## src/hdl/ule_pkg.sv

```systemverilog
// shared types, constants and byte-formatting functions for the log escaper
// no dependencies
package ule_pkg;

  localparam int unsigned QUEUE_DEPTH = 2;
  localparam int unsigned MAX_RUN     = 12;
  localparam int unsigned NUM_TOK     = 4;

  localparam logic [0:0] REG_CONTROL_MODE = 1'd0;
  localparam logic [0:0] REG_UNICODE_MODE = 1'd1;

  typedef enum logic [2:0] {
    TK_NONE,
    TK_CHAR,
    TK_CTRL,
    TK_QMARK,
    TK_CP2,
    TK_CP3,
    TK_CP4
  } tok_kind_e;

  typedef struct packed {
    tok_kind_e   kind;
    logic [20:0] val;
  } tok_t;

  typedef struct packed {
    tok_t [NUM_TOK-1:0] tok;
  } rec_t;

  typedef struct packed {
    logic [7:0] in_byte;
    logic       msg_end;
  } in_item_t;

  typedef struct packed {
    logic [7:0] out_byte;
    logic       run_last;
  } out_item_t;

  typedef struct packed {
    logic control_mode;
    logic unicode_mode;
  } cfg_t;

  function automatic logic is_cont(input logic [7:0] b);
    return b[7:6] == 2'b10;
  endfunction

  function automatic logic [7:0] hex_ch(input logic [3:0] n);
    return (n < 4'd10) ? (8'h30 + {4'd0, n}) : (8'h41 + {4'd0, n} - 8'd10);
  endfunction

  function automatic logic [3:0] tok_len(input tok_t tk, input cfg_t cfg);
    logic [3:0] n;
    n = 4'd1;
    case (tk.kind)
      TK_CTRL: begin
        if (cfg.control_mode) begin
          case (tk.val[7:0])
            8'h0A, 8'h0D, 8'h09, 8'h08, 8'h0C: n = 4'd2;
            default: n = 4'd4;
          endcase
        end
      end
      TK_CP2: n = cfg.unicode_mode ? 4'd6 : 4'd2;
      TK_CP3: n = cfg.unicode_mode ? 4'd6 : 4'd3;
      TK_CP4: n = cfg.unicode_mode ? 4'd12 : 4'd4;
      default: n = 4'd1;
    endcase
    return n;
  endfunction

  function automatic logic [7:0] u16_byte(input logic [15:0] u, input logic [3:0] j);
    logic [7:0] b;
    case (j)
      4'd0: b = 8'h5C;
      4'd1: b = 8'h75;
      4'd2: b = hex_ch(u[15:12]);
      4'd3: b = hex_ch(u[11:8]);
      4'd4: b = hex_ch(u[7:4]);
      default: b = hex_ch(u[3:0]);
    endcase
    return b;
  endfunction

  function automatic logic [7:0] tok_byte(input tok_t tk, input logic [3:0] idx,
                                          input cfg_t cfg);
    logic [7:0]  b;
    logic [20:0] cp;
    logic [19:0] v;
    logic [15:0] hi;
    logic [15:0] lo;
    cp = tk.val;
    v  = 20'(cp - 21'h10000);
    hi = {6'b110110, v[19:10]};
    lo = {6'b110111, v[9:0]};
    b  = 8'h3F;
    case (tk.kind)
      TK_CHAR: b = cp[7:0];
      TK_CTRL: begin
        if (!cfg.control_mode) begin
          b = 8'h20;
        end else begin
          case (idx)
            4'd0: b = 8'h5C;
            4'd1: begin
              case (cp[7:0])
                8'h0A: b = 8'h6E;
                8'h0D: b = 8'h72;
                8'h09: b = 8'h74;
                8'h08: b = 8'h62;
                8'h0C: b = 8'h66;
                default: b = 8'h78;
              endcase
            end
            4'd2: b = hex_ch(cp[7:4]);
            default: b = hex_ch(cp[3:0]);
          endcase
        end
      end
      TK_CP2: begin
        if (cfg.unicode_mode) b = u16_byte(cp[15:0], idx);
        else if (idx == 4'd0) b = {3'b110, cp[10:6]};
        else b = {2'b10, cp[5:0]};
      end
      TK_CP3: begin
        if (cfg.unicode_mode) b = u16_byte(cp[15:0], idx);
        else if (idx == 4'd0) b = {4'b1110, cp[15:12]};
        else if (idx == 4'd1) b = {2'b10, cp[11:6]};
        else b = {2'b10, cp[5:0]};
      end
      TK_CP4: begin
        if (cfg.unicode_mode) begin
          // surrogate pair, high half first
          if (idx < 4'd6) b = u16_byte(hi, idx);
          else b = u16_byte(lo, idx - 4'd6);
        end else begin
          case (idx)
            4'd0: b = {5'b11110, cp[20:18]};
            4'd1: b = {2'b10, cp[17:12]};
            4'd2: b = {2'b10, cp[11:6]};
            default: b = {2'b10, cp[5:0]};
          endcase
        end
      end
      default: b = 8'h3F;
    endcase
    return b;
  endfunction

endpackage

```

## src/hdl/ule_front.sv

```systemverilog
// front end: holds the unfinished sequence and turns each byte into tokens
// depends on ule_pkg
module ule_front (
  input  logic              clk_i,
  input  logic              rst_ni,
  input  logic              push_i,
  output logic              full_o,
  input  ule_pkg::in_item_t in_item_i,
  output logic              q_push_o,
  output ule_pkg::rec_t     q_data_o,
  input  logic              q_full_i
);

  logic [7:0] pend_q [3];
  logic [7:0] pend_d [3];
  logic [1:0] pcnt_q, pcnt_d;
  logic       halted_q;
  logic       halt_d;
  logic       accept;

  ule_pkg::rec_t rec;
  logic [7:0]    q [8];
  logic [2:0]    len, pos, avail, need;
  logic          done;
  logic [7:0]    c;
  logic          fin;
  ule_pkg::tok_t tk;

  assign full_o = q_full_i;
  assign accept = push_i && !q_full_i;
  assign fin    = in_item_i.msg_end;

  always_comb begin
    for (int k = 0; k < 8; k++) q[k] = 8'd0;
    for (int k = 0; k < 3; k++) begin
      if (2'(k) < pcnt_q) q[k] = pend_q[k];
    end
    q[{1'b0, pcnt_q}] = in_item_i.in_byte;
    len    = {1'b0, pcnt_q} + 3'd1;
    pos    = 3'd0;
    done   = 1'b0;
    rec    = '0;
    pend_d = pend_q;
    pcnt_d = 2'd0;
    halt_d = 1'b0;
    c      = 8'd0;
    avail  = 3'd0;
    need   = 3'd1;
    tk     = '0;
    for (int it = 0; it < ule_pkg::NUM_TOK; it++) begin
      if (!done && pos < len) begin
        c     = q[pos];
        avail = len - 3'd1 - pos;
        tk    = '{kind: ule_pkg::TK_QMARK, val: 21'd0};
        need  = (c < 8'hE0) ? 3'd1 : ((c < 8'hF0) ? 3'd2 : 3'd3);
        if (c < 8'h80) begin
          tk.val = {13'd0, c};
          tk.kind = (c < 8'h20 || c == 8'h7F) ? ule_pkg::TK_CTRL : ule_pkg::TK_CHAR;
          pos = pos + 3'd1;
        end else if (c >= 8'hF8) begin
          // invalid lead: the rest of the message is dropped
          halt_d = !fin;
          done   = 1'b1;
        end else if (avail >= 3'd1 && !ule_pkg::is_cont(q[pos + 3'd1])) begin
          pos = pos + 3'd1;
        end else if (avail < need) begin
          if (fin) begin
            pos = pos + 3'd1;
          end else begin
            for (int k = 0; k < 3; k++) pend_d[k] = q[pos + 3'(k)];
            pcnt_d  = 2'(len - pos);
            tk.kind = ule_pkg::TK_NONE;
            done    = 1'b1;
          end
        end else if (need == 3'd1) begin
          tk = '{kind: ule_pkg::TK_CP2,
                 val: {10'd0, c[4:0], q[pos + 3'd1][5:0]}};
          pos = pos + 3'd2;
        end else if (need == 3'd2) begin
          if (ule_pkg::is_cont(q[pos + 3'd2])) begin
            tk = '{kind: ule_pkg::TK_CP3,
                   val: {5'd0, c[3:0], q[pos + 3'd1][5:0], q[pos + 3'd2][5:0]}};
            pos = pos + 3'd3;
          end else begin
            pos = pos + 3'd2;
          end
        end else begin
          if (!ule_pkg::is_cont(q[pos + 3'd2])) begin
            pos = pos + 3'd2;
          end else if (!ule_pkg::is_cont(q[pos + 3'd3])) begin
            pos = pos + 3'd3;
          end else begin
            tk = '{kind: ule_pkg::TK_CP4,
                   val: {c[2:0], q[pos + 3'd1][5:0], q[pos + 3'd2][5:0],
                         q[pos + 3'd3][5:0]}};
            pos = pos + 3'd4;
          end
        end
        rec.tok[it] = tk;
      end
    end
    if (fin) pcnt_d = 2'd0;
  end

  assign q_data_o = rec;
  assign q_push_o = accept && !halted_q && (rec.tok[0].kind != ule_pkg::TK_NONE);

  always_ff @(posedge clk_i or negedge rst_ni) begin
    if (!rst_ni) begin
      pcnt_q   <= 2'd0;
      halted_q <= 1'b0;
    end else if (accept) begin
      if (halted_q) begin
        halted_q <= !fin;
        pcnt_q   <= 2'd0;
      end else begin
        halted_q <= halt_d;
        pcnt_q   <= pcnt_d;
      end
    end
  end

  always_ff @(posedge clk_i) begin
    if (accept && !halted_q) pend_q <= pend_d;
  end

endmodule

```

## src/hdl/ule_queue.sv

```systemverilog
// small register queue of token records between front and back
// no dependencies
module ule_queue #(
  parameter int unsigned Width = 8,
  parameter int unsigned Depth = 2
) (
  input  logic             clk_i,
  input  logic             rst_ni,
  input  logic             push_i,
  input  logic [Width-1:0] data_i,
  output logic             full_o,
  input  logic             pop_i,
  output logic [Width-1:0] data_o,
  output logic             empty_o
);

  localparam int unsigned AW = (Depth > 1) ? $clog2(Depth) : 1;
  localparam int unsigned CW = $clog2(Depth + 1);
  localparam logic [AW-1:0] LAST = AW'(Depth - 1);

  logic [Width-1:0] mem_q [Depth];
  logic [AW-1:0]    wptr_q, rptr_q;
  logic [CW-1:0]    cnt_q;
  logic             do_push, do_pop;

  assign full_o  = cnt_q == CW'(Depth);
  assign empty_o = cnt_q == '0;
  assign data_o  = mem_q[rptr_q];
  assign do_push = push_i && !full_o;
  assign do_pop  = pop_i && !empty_o;

  always_ff @(posedge clk_i or negedge rst_ni) begin
    if (!rst_ni) begin
      wptr_q <= '0;
      rptr_q <= '0;
      cnt_q  <= '0;
    end else begin
      if (do_push) wptr_q <= (wptr_q == LAST) ? '0 : wptr_q + AW'(1);
      if (do_pop)  rptr_q <= (rptr_q == LAST) ? '0 : rptr_q + AW'(1);
      if (do_push && !do_pop) cnt_q <= cnt_q + CW'(1);
      else if (do_pop && !do_push) cnt_q <= cnt_q - CW'(1);
    end
  end

  always_ff @(posedge clk_i) begin
    if (do_push) mem_q[wptr_q] <= data_i;
  end

endmodule

```

## src/hdl/ule_back.sv

```systemverilog
// back end: expands token records into output bytes, one per cycle while pop is high
// depends on ule_pkg
module ule_back (
  input  logic               clk_i,
  input  logic               rst_ni,
  input  ule_pkg::cfg_t      cfg_i,
  input  ule_pkg::rec_t      q_data_i,
  input  logic               q_empty_i,
  output logic               q_pop_o,
  output logic               empty_o,
  input  logic               pop_i,
  output ule_pkg::out_item_t out_item_o
);

  localparam logic [3:0] RUN_END = 4'(ule_pkg::MAX_RUN - 1);
  localparam logic [1:0] TOK_END = 2'(ule_pkg::NUM_TOK - 1);

  ule_pkg::rec_t cur_q;
  logic          busy_q;
  logic [1:0]    tix_q;
  logic [3:0]    bix_q, cnt_q;
  ule_pkg::tok_t tk;
  logic [3:0]    tlen;
  logic          tok_end, more, last, load;

  always_comb begin
    tk      = cur_q.tok[tix_q];
    tlen    = ule_pkg::tok_len(tk, cfg_i);
    tok_end = bix_q == tlen - 4'd1;
    more    = (tix_q != TOK_END) && (cur_q.tok[tix_q + 2'd1].kind != ule_pkg::TK_NONE);
    // a run is cut after twelve bytes
    last    = (tok_end && !more) || cnt_q == RUN_END;
  end

  assign empty_o             = !busy_q;
  assign out_item_o.out_byte = ule_pkg::tok_byte(tk, bix_q, cfg_i);
  assign out_item_o.run_last = last;
  assign load    = !q_empty_i && (!busy_q || (pop_i && last));
  assign q_pop_o = load;

  always_ff @(posedge clk_i or negedge rst_ni) begin
    if (!rst_ni) begin
      busy_q <= 1'b0;
      tix_q  <= 2'd0;
      bix_q  <= 4'd0;
      cnt_q  <= 4'd0;
    end else if (load) begin
      busy_q <= 1'b1;
      tix_q  <= 2'd0;
      bix_q  <= 4'd0;
      cnt_q  <= 4'd0;
    end else if (busy_q && pop_i) begin
      if (last) begin
        busy_q <= 1'b0;
      end else begin
        cnt_q <= cnt_q + 4'd1;
        if (tok_end) begin
          tix_q <= tix_q + 2'd1;
          bix_q <= 4'd0;
        end else begin
          bix_q <= bix_q + 4'd1;
        end
      end
    end
  end

  always_ff @(posedge clk_i) begin
    if (load) cur_q <= q_data_i;
  end

endmodule

```

## src/hdl/utf8_log_escaper.sv

```systemverilog
// UTF-8 log escaper: takes one message byte per cycle (push/full) and delivers
// escaped text one byte per cycle (empty/pop). The front end decodes a byte in
// its accept cycle, so plain ASCII flows at one byte per cycle; an expansion
// (escape or re-encoded sequence, up to 12 bytes per input byte) holds the
// result side while its bytes are delivered, and the input keeps flowing
// until the token queue between front and back (QueueDepth records) is full.
module utf8_log_escaper #(
  parameter int unsigned QueueDepth = ule_pkg::QUEUE_DEPTH
) (
  input  logic               clk_i,
  input  logic               rst_ni,
  input  logic               push,
  output logic               full,
  input  ule_pkg::in_item_t  in_item_i,
  output logic               empty,
  input  logic               pop,
  output ule_pkg::out_item_t out_item_o,
  input  logic               cfg_we_i,
  input  logic [0:0]         cfg_idx_i,
  input  logic [0:0]         cfg_data_i
);

  ule_pkg::cfg_t cfg_q;
  ule_pkg::rec_t f_data, b_data;
  logic          f_push, q_full, q_empty, b_pop;

  always_ff @(posedge clk_i or negedge rst_ni) begin
    if (!rst_ni) begin
      cfg_q <= '{control_mode: 1'b1, unicode_mode: 1'b0};
    end else if (cfg_we_i) begin
      case (cfg_idx_i)
        ule_pkg::REG_CONTROL_MODE: cfg_q.control_mode <= cfg_data_i[0];
        ule_pkg::REG_UNICODE_MODE: cfg_q.unicode_mode <= cfg_data_i[0];
        default: cfg_q <= cfg_q;
      endcase
    end
  end

  ule_front u_front (
    .clk_i     (clk_i),
    .rst_ni    (rst_ni),
    .push_i    (push),
    .full_o    (full),
    .in_item_i (in_item_i),
    .q_push_o  (f_push),
    .q_data_o  (f_data),
    .q_full_i  (q_full)
  );

  ule_queue #(
    .Width ($bits(ule_pkg::rec_t)),
    .Depth (QueueDepth)
  ) u_queue (
    .clk_i   (clk_i),
    .rst_ni  (rst_ni),
    .push_i  (f_push),
    .data_i  (f_data),
    .full_o  (q_full),
    .pop_i   (b_pop),
    .data_o  (b_data),
    .empty_o (q_empty)
  );

  ule_back u_back (
    .clk_i      (clk_i),
    .rst_ni     (rst_ni),
    .cfg_i      (cfg_q),
    .q_data_i   (b_data),
    .q_empty_i  (q_empty),
    .q_pop_o    (b_pop),
    .empty_o    (empty),
    .pop_i      (pop),
    .out_item_o (out_item_o)
  );

endmodule

```

## config.mk

```make
export PLATFORM = sky130hd
export DESIGN_NAME = utf8_log_escaper
export DESIGN_NICKNAME = d
export VERILOG_FILES = /design/src/hdl/ule_pkg.sv /design/src/hdl/ule_front.sv /design/src/hdl/ule_queue.sv /design/src/hdl/ule_back.sv /design/src/hdl/utf8_log_escaper.sv
export SDC_FILE = /design/constraint.sdc
export NUM_CORES = 1
export LEC_CHECK = 0
export ABC_AREA = 0
export BUFFER_PORTS_ARGS = -buffer_cell sky130_fd_sc_hd__buf_2
export CELL_PAD_IN_SITES_DETAIL_PLACEMENT = 0
export CELL_PAD_IN_SITES_GLOBAL_PLACEMENT = 1
export CORE_ASPECT_RATIO = 1.5
export CORE_MARGIN = 10
export CORE_UTILIZATION = 50
export DETAILED_ROUTE_END_ITERATION = 6
export PLACE_DENSITY_LB_ADDON = 0.1
export SLEW_MARGIN = 20
export SYNTH_ARGS = -nofsm -noshare
export SYNTH_HDL_FRONTEND = slang
export SYNTH_HIERARCHICAL = 1
export SYNTH_SLANG_ARGS = --single-unit
```

## constraint.sdc

```tcl
create_clock -name clk_i -period 29.3 [get_ports clk_i]
set_clock_uncertainty 0.05 [all_clocks]
set_input_delay 5.86 -clock clk_i [delete_from_list [all_inputs] [get_ports clk_i]]
set_output_delay 5.86 -clock clk_i [all_outputs]
set_load 0.03 [all_outputs]
```

# Word-level counts from Yosys, hierarchy flattened
# Memories as Yosys holds them, arrays and structs flattened. A register that Yosys moved wholly into a read port is not among the register bits.
# Cells that the tools add are included.
[word_totals] register_bits=44 mem_bits_rw=192 inputBits=16 memories=1
[mem_list] name="u_queue.mem_q" depth=2 word_bits=96 read_ports=1 rd_ports_with_merged_regs=1 write_ports=1 line_no="ule_queue.sv:21" source="logic [Width-1:0] mem_q [Depth];"
[op_classes] add_sub_neg=58 order_cmp=61 n_eq_ne=47 muxes=263 n_bitwise=14 n_reduce_logical=56
[op_table] op="2-to-1 mux 24 bit" count=62
[op_table] op="2-to-1 mux 8 bit" count=43
[op_table] op="binary-select mux 8 bit (select 3 bit)" count=12
[op_table] op="case mux 8 bit (5 select lines)" count=4
[op_table] op="2-to-1 mux 3 bit" count=42
[op_table] op="binary-select mux 24 bit (select 2 bit)" count=2
[op_table] op="less-than comparator 8 bit, second input constant" count=12
[op_table] op="2-to-1 mux 21 bit" count=4
[op_table] op="adder 7 x 4 -> 8 bit, first input constant" count=10
[op_table] op="subtractor 8 x 4 -> 8 bit, second input constant" count=10
[op_table] op="2-to-1 mux 2 bit" count=33
[op_table] op="bitwise mux 64 bit" count=1
[op_table] op="adder 6 x 4 -> 7 bit, first input constant" count=9
[op_table] op=">= comparator 4 bit, second input constant" count=13
[op_table] op="inverter 3 -> 4 bit" count=12
[op_table] op="2-to-1 mux 1 bit" count=44
[op_table] op="== test 8 x 4 -> 1 bit, second input constant" count=5
[op_table] op="less-than comparator 4 bit, second input constant" count=9
[op_table] op="2-to-1 mux 4 bit" count=9
[op_table] op="== test 8 x 7 -> 1 bit, second input constant" count=4
[op_table] op=">= comparator 8 bit, second input constant" count=4
[op_table] op="less-than comparator 8 x 6 -> 1 bit, second input constant" count=4
[op_table] op="== test 2 bit, second input constant" count=13
[op_table] op="case mux 5 bit (5 select lines)" count=1
[op_table] op="49 further kinds" count=137

# Logic depth before layout (Yosys ltp)
[depth] ltp_word=62 depth_mapped=54

# Cells and area by module
# The synthesis kept the hierarchy.
[modules_own_cells] mod="ule_front" n_inst=1 cells_each=1465 area_per_inst_um2=9907.0
[modules_own_cells] mod="ule_queue" n_inst=1 cells_each=318 area_per_inst_um2=7241.9
[modules_own_cells] mod="ule_back" n_inst=1 cells_each=603 area_per_inst_um2=6731.5
[modules_own_cells] mod="utf8_log_escaper" n_inst=1 cells_each=6 area_per_inst_um2=87.6

# Least setup slack after synthesis
# OpenSTA, ideal clock, no wires.
[synth_path] path_kind="input -> register" startpoint="input in_item_i[8] (netlist name)" endpoint="register u_front/pend_q[14] (netlist name), data pin" setup_time_ns=0.262 arrival_time_ns=17.376 required_time_ns=28.988 slack_ns=11.612 stages=48 cell_sequence="buf_2 > mux2i_1 > a21oi_1 > inv_2 > buf_1 > ha_1 > nor2_1 > a2111oi_4 > o31ai_4 > inv_2 > clkbuf_1 > clkbuf_1 > clkbuf_1 > buf_1 > ha_1 > fa_1 > inv_1 > ha_1 > [12 not listed] > ha_1 > or4_1 > a31oi_1 > nor4_4 > a31o_2 > buf_2 > o211ai_1 > a21oi_1 > or2_2 > inv_2 > buf_2 > buf_1 > ha_1 > nor3_1 > a21o_1 > and3_1 > buf_2 > mux2_1"
[synth_lines] element="start, declared" line_no="utf8_log_escaper.sv:14" source="input ule_pkg::in_item_t in_item_i,"
[synth_lines] element="end signal, assigned" line_no="ule_front.sv:124" source="if (accept && !halted_q) pend_q <= pend_d;"
[synth_lines] element="end, declared" line_no="ule_front.sv:14" source="logic [7:0] pend_q [3];"

==> results by stage <==
Outcome:
- The run finished with clean final reports.

Worst setup path:
- The worst stage delay on the critical path is 0.81 ns.
- The required time at the worst-slack endpoint is 29.58 ns.
- At the worst endpoint, the arrival time is 20.34 ns.
- Among all stages on the critical path, the largest delay is contributed by ha_1.
- The most numerous cell type found on the critical path is buf_4.
- The launching element type of the critical path is a primary input.
- The combined buffer and inverter count along the critical path is 9.
- The kind of cell with the highest combined delay along the critical path is compound AO/OA/AOI/OAI gates.
- Along the worst path, the maximum fanout reaches 53.
- The critical path start-end classification is primary input to flop.
- The capturing element type of the critical path is a flop.

Die:
- The starting density of the core is 50.4%.
- In this run the horizontal extent of the chip is 199 um.
- The floorplan step defined a die boundary enclosing 57300 um^2.
- The core outline area is 47600 um^2.
- Pin placement for this block handled 27 I/O pins.
- The chip height is 288 um.
- The initialized floorplan defines 98 standard-cell rows.

Timing:
- In the final timing run, aggregate negative setup slack is 0 ns.
- Setup repair after global routing left no endpoint under its margin.
- The number of hold-slack violations in the final timing report was 0.
- The final count of pins violating max slew was 0.
- The worst-case headroom to the max-slew limit is 3.98%.
- The routed design could run at a clock period as short as 20.07 ns.
- For this run, the top clock speed supported by timing is 0.0498 GHz.
- At the pin with the least slew margin, the transition time is 1.43 ns.
- After layout, the worst path uses 68.5% of the clock period.
- The final setup violation count is 0.

Flow run:
- The total of max-cap violations is 0.

Synthesis:
- The total nets after synthesis is 2470.
- Among all flip-flop cells after synthesis, the most frequent one is edfxtp_1.
- Of the post-synthesis cell area, the dominant cell type holds 39.1%.
- Counting flops with a built-in enable in the synthesized netlist gives 312.
- The count of yosys warnings during synthesis is 6.
- The cell taking the most area after synthesis is edfxtp_1.
- The mean cell area of the mapped netlist is 10.0 um^2.
- By area the synthesized netlist is led by edfxtp_1 (39%), mux2_2 (4.1%), nor2_1 (3.7%).
- Counting flops and latches in the post-synthesis netlist gives 332.
- The sequential cell area fraction in the yosys report is 41.2%.
- For this run, asynchronously set or reset flops after synthesis account for 6.02%.
- The count of distinct cell types in the synthesized netlist is 117.
- The summed instance area of the synthesized netlist is 24000 um^2.
- Synthesis produced a netlist whose cell count is 2392.

Route:
- The final antenna-violating net count is 0.
- The detailed-route wire length per cell is 37.1 um.
- The via density per instance is 7.41.
- The remaining routing DRC violations is 0.
- After the first detailed-routing iteration, the DRC count stood at 2656.
- The routed layout has 22200 vias.
- The number of detailed-route iterations in the first pass is 6.
- The sum of routed wire length over all layers is 111000 um.

Placed design:
- Routability-driven placement finished with a final weighted congestion of 1.15.
- The count of buffers added on input and output ports is 26.
- The HPWL after detailed placement is 83100 um.

Global route:
- The initial antenna violation count was 8.
- Across every metal layer, demand over resource in global routing totals 38.2%.
- The wire length of the first global-routing pass is 156000 um.
- The number of global-route vias before repair is 21500.
- The total congestion overflow is 0.
- The maximum number of pins on one net before global-route repair is 71.

Finish:
- The most common library cell in the layout ignoring fill and taps is edfxtp_1.
- The layout overhead on the synthesized area is 7.07%.
- The total of fill cells in the finished design is 4160.
- In the final layout, the share of cells above drive strength 1 is 15.8%.
- In the layout the commonest cells are edfxtp_1 (312), nor2_1 (234), nand2_1 (213).
- The number of nets at the end of the flow is 2441.

Clock tree:
- TritonCTS built the clock tree.
- Counting the buffers created by CTS gives 29.
- The number of buffers added to fix hold violations after cts is 0.
- The clock reaches the later pin of the worst-skew pair after 0.60 ns.
- Clock-pin slew was measured on the worst setup and hold paths at 0.07 ns.
- Counting along the longest clock path gives a buffer depth of 3.
- In this run the clock root is driven by a clkbuf_16.
- The number of setup buffers added after CTS is 0.
- The total clock sinks is 332.
- The number of resized instances in the post-cts repair step is 0.
- The maximum level of the CTS H-tree is 1.

Min path:
- The path class of the tightest hold or removal check is flop to flop.
==> logic make-up (layout without fill, tap and decap cells) <==
group	after synthesis	count (layout)	synth area share, %
compound gates	789	789	23.3
simple gates	732	732	14.5
flops	332	332	41.2
buf+inv	229	223	4.12
mux	206	206	11.9
fa+ha+maj	62	62	3.33
xor+xnor	42	42	1.72
other cells	0	3	0
==> final cells by class <==
class	count	area, um^2	area share [%]
multi-input cells	1831	13200	51.3
flip-flops and latches	332	9880	38.5
clock buffers	36	752	2.93
well taps	600	751	2.93
repair buffers	94	641	2.50
inverters	75	287	1.12
clock inverters	18	181	0.707
diodes	3	7.51	0.0293
==> metrics by stage <==
stage / hold WS (ns) / cell area, um^2 / instances / setup WS, ns / utilization (%)
2_1_floorplan: 0.411 / 24000 / 2392 / 11.61 / -
3_3_place_gp: 0.442 / 24700 / 2932 / 9.55 / 51.9
3_5_place_dp: 0.458 / 24700 / 2932 / 9.18 / 51.9
4_1_cts: 0.474 / 25600 / 2986 / 9.75 / 53.9
5_1_grt: 0.505 / 25700 / 2987 / 8.59 / 53.9
6_report: 0.472 / 25700 / 2989 / 9.23 / 53.9
==> worst reg2reg max path, delay by kind of cell (launching register included) <==
kind | cells | cell delay [ns]
AOI/OAI and AO/OA | 11 | 3.85
xor gates and xnor gates | 1 | 0.17
adders and majority gates | 5 | 3.30
buffers and inverters | 9 | 3.53
DFF | 1 | 0.36
muxes | 5 | 1.96
and+or+nand+nor | 11 | 3.19
==> Yosys cell counts (10+ instances only) <==
cell type  count
o32ai_1       10
mux2_4        32
o21a_1        20
o211ai_1      61
a31oi_1       39
nand4_1       10
a211oi_1      48
nor2_1       237
o221ai_1      21
o21ai_1       16
clkbuf_1      92
buf_6         10
or2_2         12
mux2_2        87
edfxtp_1     312
buf_1         19
a22o_1        11
dfrtp_1       19
nor3b_1       10
nand3_1       43
mux2i_1       44
a21o_1        13
mux4_2        33
a21oi_1      146
inv_1         63
and3_1        12
or3_1         19
buf_2         30
o21ai_0      145
nor2b_1       12
a22oi_1       36
o31ai_1       15
o22ai_1       51
xnor2_1       30
a221oi_1      15
nand2b_1      18
or4_1         11
ha_1          59
nand2_1      213
and2_1        23
nor4_1        19
nor3_1        65
==> sequential cells by signal (all words and copies together), names as in the netlist <==
signal,count
u_front/pcnt_q,2
u_back/tix_q,2
u_queue/cnt_q,2
u_back/bix_q,4
u_front/halted_q,1
u_back/cnt_q,4
u_queue/rptr_q,1
u_queue/mem_q,192
u_front/pend_q,24
u_back/cur_q,96
u_back/busy_q,1
u_queue/wptr_q,1
cfg_q,2
==> per-layer routing <==
metal  vias to the layer above  GRT usage [%]  share of wire (%)  wire length, um
li1                       9293              -                  -                -
met1                     10700           38.4                 31            34700
met4                         2           38.0                 12            13600
met2                      1589           64.3                 48            53000
met3                       580           7.61                8.8             9720
met5                         -              0             0.0099               11
==> final timing paths <==
check | cells past startpoint | from | slack [ns] | to
setup reg to reg | 42 | u_front/pcnt_q[0]$_DFFE_PN0P_ | 12.60 | u_front/pend_q[5]$_DFFE_PP_
max in group asynchronous | 1 | rst_ni | 23.57 | u_queue/rptr_q$_DFFE_PN0P_
min in group asynchronous | 1 | rst_ni | 5.20 | u_front/pcnt_q[1]$_DFFE_PN0P_
hold reg to reg | 1 | u_back/cnt_q[0]$_DFFE_PN0P_ | 0.47 | u_back/cnt_q[0]$_DFFE_PN0P_
hold / removal | 1 | u_back/cnt_q[0]$_DFFE_PN0P_ | 0.47 | u_back/cnt_q[0]$_DFFE_PN0P_
setup / recovery | 41 | in_item_i[8] | 9.23 | u_front/pend_q[5]$_DFFE_PP_
Power is not shown: default switching activity piles up to over one toggle a cycle in this logic, so the estimate is an artifact.
